<file path="src/frame_fragment_reassembly_tracker_unit_assert.svh">
// Assertion macros used by the tracker control module.
`ifndef FRAME_FRAGMENT_REASSEMBLY_TRACKER_UNIT_ASSERT_SVH
`define FRAME_FRAGMENT_REASSEMBLY_TRACKER_UNIT_ASSERT_SVH

// Same-cycle implication under an active-low reset.
`define FRTU_ASSERT_IMP(label, clk, rst_n, ante, cons) \
    label: assert property (@(posedge clk) disable iff (!rst_n) (ante) |-> (cons)) \
        else $error("frtu assertion failed");

// Next-cycle implication under an active-low reset.
`define FRTU_ASSERT_NXT(label, clk, rst_n, ante, cons) \
    label: assert property (@(posedge clk) disable iff (!rst_n) (ante) |=> (cons)) \
        else $error("frtu assertion failed");

`endif

</file>
<file path="src/frtu_pkg.sv">
`timescale 1ns / 1ps
`default_nettype none

package frtu_pkg;

    localparam int ID_W    = 32;
    localparam int TS_W    = 32;
    localparam int IDX_W   = 6;
    localparam int CNT_W   = 7;
    localparam int FLAG_W  = 8;
    localparam int LEN_W   = 11;
    localparam int BYTES_W = 17;
    localparam logic [BYTES_W-1:0] BYTE_SAT = 17'h1FFFF;

    localparam logic REG_KEYFRAME_FLAG_MASK      = 1'b0;
    localparam logic REG_KEYFRAME_REQUEST_ENABLE = 1'b1;

    typedef enum logic [2:0] {
        S_IDLE,
        S_SCAN,
        S_UPDATE,
        S_CLEAR,
        S_FINISH
    } state_t;

    typedef enum logic [1:0] {
        ST_STORED    = 2'd0,
        ST_DUPLICATE = 2'd1,
        ST_INVALID   = 2'd2,
        ST_STALE     = 2'd3
    } status_t;

    typedef struct packed {
        logic [LEN_W-1:0]  payload_length;
        logic [FLAG_W-1:0] flag_bits;
        logic [TS_W-1:0]   timestamp;
        logic [CNT_W-1:0]  fragment_total;
        logic [IDX_W-1:0]  fragment_index;
        logic [ID_W-1:0]   frame_id;
    } item_t;

    typedef struct packed {
        logic [BYTES_W-1:0] done_byte_total;
        logic               done_keyframe;
        logic [TS_W-1:0]    done_timestamp;
        logic [ID_W-1:0]    done_frame_id;
        logic               frame_done;
        logic               keyframe_request;
        status_t            status;
    } result_t;

    typedef struct packed {
        logic [FLAG_W-1:0] keyframe_flag_mask;
        logic              keyframe_request_enable;
    } cfg_t;

    typedef struct packed {
        logic    drop;
        status_t status;
    } verdict_t;

endpackage

`default_nettype wire

</file>
<file path="src/frtu_check.sv">
`timescale 1ns / 1ps
`default_nettype none

module frtu_check #(
    parameter int MAX_FRAGMENTS = 64,
    parameter int MAX_PAYLOAD   = 2047
) (
    input  wire frtu_pkg::item_t              item,
    input  wire logic [frtu_pkg::ID_W-1:0]    last_completed_id,
    output frtu_pkg::verdict_t                verdict
);

    logic bad_len;
    logic bad_total;
    logic bad_index;
    logic stale;

    assign bad_len   = (item.payload_length == '0) ||
                       ({5'd0, item.payload_length} > 16'(MAX_PAYLOAD));
    assign bad_total = (item.fragment_total == '0) ||
                       (item.fragment_total > frtu_pkg::CNT_W'(MAX_FRAGMENTS));
    assign bad_index = {1'b0, item.fragment_index} >= item.fragment_total;
    assign stale     = (last_completed_id != '0) && (item.frame_id < last_completed_id);

    always_comb
    begin
        verdict.drop   = 1'b0;
        verdict.status = frtu_pkg::ST_STORED;
        if (bad_len || bad_total || bad_index)
        begin
            verdict.drop   = 1'b1;
            verdict.status = frtu_pkg::ST_INVALID;
        end
        else if (stale)
        begin
            verdict.drop   = 1'b1;
            verdict.status = frtu_pkg::ST_STALE;
        end
    end

endmodule

`default_nettype wire

</file>
<file path="config.mk">
export PLATFORM = sky130hd
export DESIGN_NAME = frtu_check
export DESIGN_NICKNAME = d
export VERILOG_FILES = /design/src/frame_fragment_reassembly_tracker_unit_assert.svh /design/src/frtu_pkg.sv /design/src/frtu_check.sv
export SDC_FILE = /design/constraint.sdc
export NUM_CORES = 1
export LEC_CHECK = 0
export BUFFER_PORTS_ARGS = -buffer_cell sky130_fd_sc_hd__buf_2
export CORE_ASPECT_RATIO = 0.75
export CORE_UTILIZATION = 30
export DETAILED_ROUTE_END_ITERATION = 8
export GPL_ROUTABILITY_DRIVEN = 0
export PLACE_DENSITY_LB_ADDON = 0.1
export SLEW_MARGIN = 0
export SYNTH_ARGS = -nofsm -noshare
export SYNTH_HDL_FRONTEND = slang
export SYNTH_SLANG_ARGS = --single-unit
</file>
<file path="constraint.sdc">
create_clock -name vclk -period 3
set_clock_uncertainty 0.2 [all_clocks]
set_input_delay 0.6 -clock vclk [all_inputs]
set_output_delay 0.6 -clock vclk [all_outputs]
set_load 0.005 [all_outputs]
</file>
==> results.py, run 1 <==
metrics = {
    "logic_synthesis": {
        "synth_xor_xnor_area_share": 0,
        "synth_top_family_by_area": "adder cells",
        "synth-adder-area-share": 0.435,
        "synthCells": 153,
        "yosys-top-cells-area": "ha_1 (43%), inv_1 (13%), a21oi_1 (8.0%)",
        "avgSynthCellArea_um2": 6.96,
        "yosysMostFrequentCell": "inv_1",
        "ys_seq_area_frac": 0,
        "syn_area_mm2": 0.00106,
        "ys_warn_count": 0,
        "ys_types": 27,
        "synth.mux.area_fraction": 0,
        "syn_nets": 318,
        "yosys.area_share.simple": 0.231,
        "synth_top_area_frac": 0.435,
        "synth_compound_area_frac": 0.193,
        "yosysTopAreaCell": "ha_1",
        "synthTopCellsByCount": "inv_1 (38), ha_1 (37), a21oi_1 (17)",
    },
    "sta": {
        "worstMarginPinSlew_ns": 0.401,
        "final_hold_viol_count": 0,
        "min_period_ns": 2.90,
        "setup-tns-final_ns": 0,
        "rsz0062_at_grt": "no",
        "drv_slew": 0,
        "hold_slack_ns": 1.42,
        "timing.final.crit_share": 0.966,
        "fmax_mhz": 345,
        "setup_violations": 0,
        "fin_ws_ns": 0.102,
        "relSlewSlack": 0.732,
    },
    "route": {
        "via_per_inst": 4.79,
        "vias": 1356,
        "ant_nets": 0,
        "drc": 12,
        "first_iter_violations": 26,
        "wl_per_cell_um": 10.4,
        "drt-pass1-iter-count": 6,
        "routed_wl_um": 2930,
    },
    "clocking": {
        "cts_setup_buffers": 0,
    },
    "power": {
        "p_leak_nw": 0.982,
        "sw_frac_of_total": 0.482,
        "p_total_uw": 202,
        "pwr-share-seq": 0,
        "intPower_uw": 105,
        "power_frac_clock": 0,
        "vdd_ir_drop_max_mv": 0.0481,
        "p_comb_frac": 1.000,
        "power_density_mw_per_mm2": 124,
        "switchingPower_uw": 97.4,
    },
    "cells_and_area": {
        "n_clock_buffer": 0,
        "seq_area_um2": 0,
        "nNetsFinal": 410,
        "multi_input_area_um2": 983,
        "area_delta_synth_final_pct": 53.2,
        "fillers": 335,
        "drive_above_1_share": 0.436,
        "fin_util": 0.489,
        "nFlopsAndLatches": 0,
        "n_antenna_cell": 0,
    },
    "die": {
        "rows": 18,
        "core_area_mm2": 0.00333,
        "fp.dieH_um": 53.6,
        "design.portCount": 131,
        "die-area_mm2": 0.00379,
        "die_w_um": 70.8,
        "initial_utilization": 0.319,
    },
    "setup_path": {
        "crit_family": "compound AO/OA/AOI/OAI gates",
        "arrival_ns": 2.10,
        "worstPathMaxFanout": 2,
        "cp-start-kind": "input port",
        "critPathMostFrequentCell": "buf_2",
        "endpoint_kind": "output pin",
        "critPathBufInv": 3,
        "worstPathCellList": "buf_2 -> inv_1 -> ha_1 -> a21o_1 -> a2111oi_4 -> o21ai_2 -> a21oi_2 -> and2_1 -> buf_2",
        "critical_path_class": "in2out",
        "slowest_stage": "a2111oi_4",
        "required_ns": 2.20,
        "max_stage_delay_ns": 0.31,
    },
    "job": {
        "cap_violations": 0,
    },
    "global_route": {
        "gr-usage-all-layers": 0.148,
        "first_global_vias": 1179,
        "grt_max_degree": 4,
        "grt_first_pass_wirelength_um": 4660,
        "grt-ovfl-total": 0,
        "antenna_found_initial": 0,
    },
    "hold_path": {
        "min_path_type": "in2out",
    },
    "run_status": {
        "violations": "design-rule violations",
        "status": "finished with violations",
    },
    "placement": {
        "port_buffers": 91,
        "dpl_worst_slack_ns": -0.0647,
        "post-dp-hpwl_um": 2620,
    },
}
-- metal layers --
| layer | global-route usage | up-vias | share of wire |
|---|---|---|---|
| met2 | 0.250 | 50 | 0.44 |
| met4 | 0.0333 | 0 | 0.011 |
| met1 | 0.208 | 566 | 0.47 |
| li1 | - | 734 | - |
| met3 | 0.0112 | 6 | 0.073 |
| met5 | 0 | - | 0 |
-- worst paths after layout --
| path | start | endpoint | slack (ns) | cells after the start |
|---|---|---|---|---|
| max | item[42] | verdict[0] | 0.10 | 9 |
| min | item[44] | verdict[2] | 1.42 | 5 |
-- what timing repair did --
item                                    4_1_cts  5_1_grt
endpoints found under the setup margin        3        3
resized for setup                             4        9
hold buffers                                  0        0
pin swaps                                     3        7
-- power groups by stage --
stage	logic (mW)	clock network, mW	registers [mW]
after global placement	0.183	0	0
final	0.202	0	0
after detailed placement	0.184	0	0
after CTS	0.191	0	0
after global routing	0.235	0	0
after floorplan	0.0957	0	0
-- area by class of cell --
cell class                 count  area share
timing repair buffer          91       0.279
inverter                      38      0.0874
tap                           40      0.0307
multi-input combinational    114       0.603
-- cells in the final DEF, fill, tap and decap left out, types with 2 or more instances in the layout --
cell / instances
nor4_1: 11
a21oi_2: 3
inv_1: 37
o21ai_0: 3
o21ai_1: 3
nor2_1: 2
a21oi_1: 15
buf_2: 91
a21o_1: 3
nand2_1: 11
a211oi_2: 2
ha_1: 36
nor3_2: 2
nand4_1: 7
nand3_1: 3
-- cells by family (layout without fill, tap and decap cells) --
kind of cell | count (synthesis) | count (layout)
fa+ha+maj | 37 | 37
buf+inv | 39 | 129
simple gates | 43 | 43
compound gates | 34 | 34
-- stage by stage --
stage                     std cells  area [um^2]
after global routing            283         1630
after detailed placement        283         1560
after CTS                       283         1580
after floorplan                 153         1060
after global placement          283         1560
final                           283         1630
Note: power is estimated with default switching activity, not from simulation.
==> run 2: changes to the inputs <==
--- a/config.mk
+++ b/config.mk
@@ -5,6 +5,7 @@
 export SDC_FILE = /design/constraint.sdc
 export NUM_CORES = 1
 export LEC_CHECK = 0
+export ABC_AREA = 1
 export BUFFER_PORTS_ARGS = -buffer_cell sky130_fd_sc_hd__buf_2
 export CORE_ASPECT_RATIO = 0.75
 export CORE_UTILIZATION = 30
==> constraint.sdc (replaced) <==
create_clock -name vclk -period 3.45
set_clock_uncertainty 0.2 [all_clocks]
set_input_delay 0.69 -clock vclk [all_inputs]
set_output_delay 0.69 -clock vclk [all_outputs]
set_load 0.005 [all_outputs]
==> run 2 against run 1 <==
Net effect: the run now ends clean; sequential cell count stayed put; combinational power is 15% lower; die area is 13% higher; total power is 15% lower; synthesized cell count is 31% higher; area after synthesis is 14% higher; critical path depth is 4 higher.
==> results.py, run 2 <==
metrics = {
    "cells_and_area": {
        "nFlopsAndLatches": 0,
        "n_clock_buffer": 0,
        "area_delta_synth_final_pct": 42.4,
        "nNetsFinal": 458,
        "drive_above_1_share": 0.399,
        "seq_area_um2": 0,
        "most-common-layout-cells": "buf_2 (91), nand2_1 (47), ha_1 (37)",
        "n_antenna_cell": 0,
        "final_common_cell": "buf_2",
    },
    "logic_synthesis": {
        "ys_types": 22,
        "synth_top_area_frac": 0.383,
        "yosysTopAreaCell": "ha_1",
        "syn_nets": 366,
        "ys_warn_count": 0,
        "yosysMostFrequentCell": "nand2_1",
        "synthTopCellsByCount": "nand2_1 (47), ha_1 (37), inv_1 (29)",
        "ys_seq_area_frac": 0,
        "yosys-top-cells-area": "ha_1 (38%), nand2_1 (15%), inv_1 (9.0%)",
        "avgSynthCellArea_um2": 6.01,
        "synthCells": 201,
        "syn_area_mm2": 0.00121,
    },
    "global_route": {
        "first_global_vias": 1254,
        "met2_usage": 0.210,
        "gr-usage-all-layers": 0.130,
        "antenna_found_initial": 0,
        "grt-ovfl-total": 0,
        "met1_usage": 0.198,
        "use_met3": 0.0106,
        "grt_max_degree": 4,
        "grt_first_pass_wirelength_um": 4670,
        "top_usage_layer": "met2",
    },
    "power": {
        "vdd_ir_drop_max_mv": 0.0443,
        "p_total_uw": 172,
        "power_density_mw_per_mm2": 100,
        "p_leak_nw": 1.11,
    },
    "sta": {
        "setup-tns-final_ns": 0,
        "final_hold_viol_count": 0,
        "min_period_ns": 2.92,
        "fmax_mhz": 343,
        "rsz0062_at_grt": "no",
        "relSlewSlack": 0.781,
        "setup_violations": 0,
        "hold_slack_ns": 1.62,
        "timing.final.crit_share": 0.845,
        "worstMarginPinSlew_ns": 0.327,
        "drv_slew": 0,
    },
    "route": {
        "drc": 0,
        "via_per_inst": 4.12,
        "vias": 1412,
        "ant_nets": 0,
        "first_iter_violations": 27,
        "wl_per_cell_um": 7.97,
        "drt-pass1-iter-count": 4,
        "routed_wl_um": 2740,
    },
    "die": {
        "initial_utilization": 0.322,
        "die-area_mm2": 0.00429,
        "fp.dieH_um": 57.0,
        "core_area_mm2": 0.00376,
        "rows": 19,
        "design.portCount": 131,
        "die_w_um": 75.3,
    },
    "job": {
        "cap_violations": 0,
    },
    "hold_path": {
        "min_path_type": "in2out",
        "hold_depth": 6,
        "worstHoldStart": "item[44]",
        "min_to": "verdict[1]",
    },
    "setup_path": {
        "critical_path_class": "in2out",
        "arrival_ns": 2.03,
        "endpoint_kind": "output pin",
        "cp-start-kind": "input port",
        "required_ns": 2.56,
        "worstPathMaxFanout": 2,
    },
    "clocking": {
        "cts_resized": 0,
        "cts_setup_buffers": 0,
        "holdBufCountCts": 0,
    },
    "placement": {
        "port_buffers": 91,
        "post-dp-hpwl_um": 2650,
    },
    "run_status": {
        "status": "complete, no violations",
    },
}
## run 2: cell count changes after synthesis, sizes merged, moves of 2 or more
cell	before	now
nor2	2	19
inv	38	48
nor3	2	11
a21oi	18	16
nand3	3	6
a211oi	2	0
nor4	12	1
a2111oi	2	0
nand2	11	47
a21o	3	1
nand4	7	3
## run 2: cells by family after synthesis
kind of cell             count (synthesis)  share of synthesized area
AO/OA/AOI/OAI                           26                      0.116
AND/OR/NAND/NOR                         89                      0.346
adder cells (fa/ha/maj)                 37                      0.383
buffers and inverters                   49                      0.155
## run 2: per-stage QoR
stage	instances	setup slack [ns]	utilization	area, um^2
final	343	0.535	0.458	1720
after global routing	343	0.346	0.458	1720
after CTS	343	0.502	0.458	1720
after detailed placement	343	0.512	0.458	1720
after global placement	343	0.519	0.458	1720
after floorplan	201	0.697	-	1210
## run 2: layout make-up
cell class	count	area [um^2]
Timing Repair Buffer	91	455
Fill cell	421	2030
Tap cell	52	65.1
Multi-Input combinational cell	152	1020
Inverter	48	180
## run 2: critical path, cell delays in order
cell and delay, ns:
buf_2 0.09, inv_1 0.04, ha_1 0.28, nand2_1 0.07, nor2_1 0.15, nand3_1 0.13
a21oi_1 0.14, nor2_1 0.05, nand2_1 0.05, nor2_1 0.04, nand2_1 0.10, nand2_1 0.07
buf_2 0.13
## run 2: power by group
group          total, mW  switching, mW  internal [mW]  leakage (nW)
clock network          0              0              0             0
registers              0              0              0             0
logic              0.172         0.0853         0.0872          1.11
## run 2: worst max-delay path by stage
stage / startpoint / slack, ns / cells past startpoint / to
finish: last_completed_id[27] / 0.53 / 13 / verdict[2]
global route: last_completed_id[5] / 0.35 / 13 / verdict[1]
CTS: last_completed_id[27] / 0.50 / 13 / verdict[2]
detailed placement: last_completed_id[27] / 0.51 / 13 / verdict[2]
global placement: last_completed_id[27] / 0.52 / 13 / verdict[1]
floorplan: item[42] / 0.70 / 9 / verdict[2]
## run 2: per-layer routing
layer	part of all wire	routed length, um	up-vias
met1	0.54	1470	539
met4	0	0	0
met3	0.072	197	0
li1	-	-	829
met2	0.39	1070	44
met5	0	0	-
==> run 3: changes to the inputs <==
--- a/config.mk
+++ b/config.mk
@@ -5,7 +5,7 @@
 export SDC_FILE = /design/constraint.sdc
 export NUM_CORES = 1
 export LEC_CHECK = 0
-export ABC_AREA = 1
+export ABC_AREA = 0
 export BUFFER_PORTS_ARGS = -buffer_cell sky130_fd_sc_hd__buf_2
 export CORE_ASPECT_RATIO = 0.75
 export CORE_UTILIZATION = 30
==> constraint.sdc (replaced) <==
create_clock -name vclk -period 2.55
set_clock_uncertainty 0.2 [all_clocks]
set_input_delay 0.51 -clock vclk [all_inputs]
set_output_delay 0.51 -clock vclk [all_outputs]
set_load 0.005 [all_outputs]
==> run 3 against run 2 <==
Net effect: the run now ends with design-rule violations, negative setup slack left; final area up 20%; setup slack got worse by 0.67 ns; sequential share of layout area stayed put; combinational power grew 90%; via count is 1.2% higher.
==> results.py, run 3 (same netlist as run 1, synthesis figures left out) <==
metrics = {
    "run_status": {
        "status": "finished with violations",
        "violations": "design-rule violations, negative setup slack",
    },
    "cells_and_area": {
        "drive_above_1_share": 0.604,
        "n_antenna_cell": 0,
        "nFlopsAndLatches": 0,
        "design_area_mm2": 0.00207,
        "n_clock_buffer": 0,
        "multi_input_area_mm2": 0.00121,
        "nNetsFinal": 435,
        "fillers": 297,
        "final_common_cell": "buf_2",
        "seq_area_um2": 0,
        "fin_util": 0.622,
        "most-common-layout-cells": "buf_2 (88), inv_1 (35), buf_4 (25)",
        "area_delta_synth_final_pct": 94.7,
    },
    "global_route": {
        "gr-usage-all-layers": 0.158,
        "grt_first_pass_wirelength_um": 4850,
        "antenna_found_initial": 0,
        "first_global_vias": 1134,
        "grt_max_degree": 4,
        "grt-ovfl-total": 0,
    },
    "sta": {
        "worstMarginPinSlew_ns": 0.309,
        "fmax_mhz": 372,
        "hold_slack_ns": 1.26,
        "rsz0062_at_grt": "yes",
        "final_hold_viol_count": 0,
        "setup-tns-final_ns": -0.396,
        "setup_violations": 3,
        "drv_slew": 0,
        "min_period_ns": 2.69,
        "timing.final.crit_share": 1.05,
        "fin_ws_ns": -0.138,
        "relSlewSlack": 0.792,
    },
    "route": {
        "vias": 1429,
        "wl_per_cell_um": 11.2,
        "drt-pass1-iter-count": 6,
        "first_iter_violations": 21,
        "via_per_inst": 4.64,
        "drc": 12,
        "ant_nets": 0,
        "routed_wl_um": 3440,
    },
    "power": {
        "p_leak_nw": 1.11,
        "pwr-share-seq": 0,
        "switchingPower_uw": 146,
        "power_frac_clock": 0,
        "p_comb_frac": 1.000,
        "intPower_uw": 179,
        "p_total_uw": 326,
        "sw_frac_of_total": 0.450,
        "vdd_ir_drop_max_mv": 0.0740,
        "power_density_mw_per_mm2": 157,
    },
    "die": {
        "design.portCount": 131,
        "die-area_mm2": 0.00379,
        "initial_utilization": 0.319,
        "die_w_um": 70.8,
        "rows": 18,
        "fp.dieH_um": 53.6,
        "core_area_mm2": 0.00333,
    },
    "job": {
        "cap_violations": 0,
    },
    "setup_path": {
        "worstPathMaxFanout": 2,
        "cp-endpoint": "verdict[2]",
        "setup.worst_path.start": "last_completed_id[2]",
        "endpoint_kind": "output pin",
        "required_ns": 1.84,
        "arrival_ns": 1.98,
        "critical_path_class": "in2out",
        "cp-start-kind": "input port",
    },
    "placement": {
        "dpl-instance-area_mm2": 0.00174,
        "port_buffers": 91,
        "post-dp-hpwl_um": 2780,
    },
    "clocking": {
        "holdBufCountCts": 0,
    },
    "hold_path": {
        "min_path_type": "in2out",
    },
}
run 3: area by class of cell:
class,instances,area share
well taps,40,0.0241
repair buffers,116,0.321
inverters,38,0.0700
multi-input cells,114,0.585
run 3: worst min-delay path by stage:
stage / slack (ns) / startpoint / to / cells past startpoint
3_5_place_dp: 1.25 / item[44] / verdict[1] / 5
5_1_grt: 1.29 / item[44] / verdict[2] / 5
3_3_place_gp: 1.24 / item[93] / verdict[2] / 5
4_1_cts: 1.24 / item[44] / verdict[1] / 5
2_1_floorplan: 1.01 / item[44] / verdict[1] / 3
6_report: 1.26 / item[44] / verdict[1] / 5
run 3: per-layer routing:
layer  GRT usage  share of wire  vias to the layer above
met2       0.274           0.46                       41
met5           0              0                        -
met1       0.231           0.49                      611
met4     0.00333              0                        0
met3     0.00936          0.052                        0
li1            -              -                      777
run 3: metrics by stage:
step / setup slack [ns] / cells
2_1_floorplan: 0.0381 / 153
3_3_place_gp: -0.333 / 306
3_5_place_dp: -0.356 / 306
4_1_cts: -0.119 / 306
5_1_grt: -0.237 / 308
6_report: -0.138 / 308
run 3: worst max-delay path, stage by stage:
cell and delay, ns:
buf_8 0.10, inv_4 0.05, ha_4 0.20, a211oi_2 0.17, o21ai_1 0.11, a21oi_2 0.18, o41ai_2 0.08, a211oi_2 0.30
nand2b_4 0.20, buf_6 0.09
run 3: what timing repair did:
item	4_1_cts	5_1_grt
pin swaps	18	7
gates resized for setup	26	27
buffers inserted	0	2
gates cloned	0	0
setup endpoints to repair	3	3
run 3: power groups by stage:
stage / sequential [mW] / clock [mW] / combinational, mW
3_3_place_gp: 0 / 0 / 0.245
2_1_floorplan: 0 / 0 / 0.114
3_5_place_dp: 0 / 0 / 0.247
5_1_grt: 0 / 0 / 0.366
6_report: 0 / 0 / 0.326
4_1_cts: 0 / 0 / 0.284
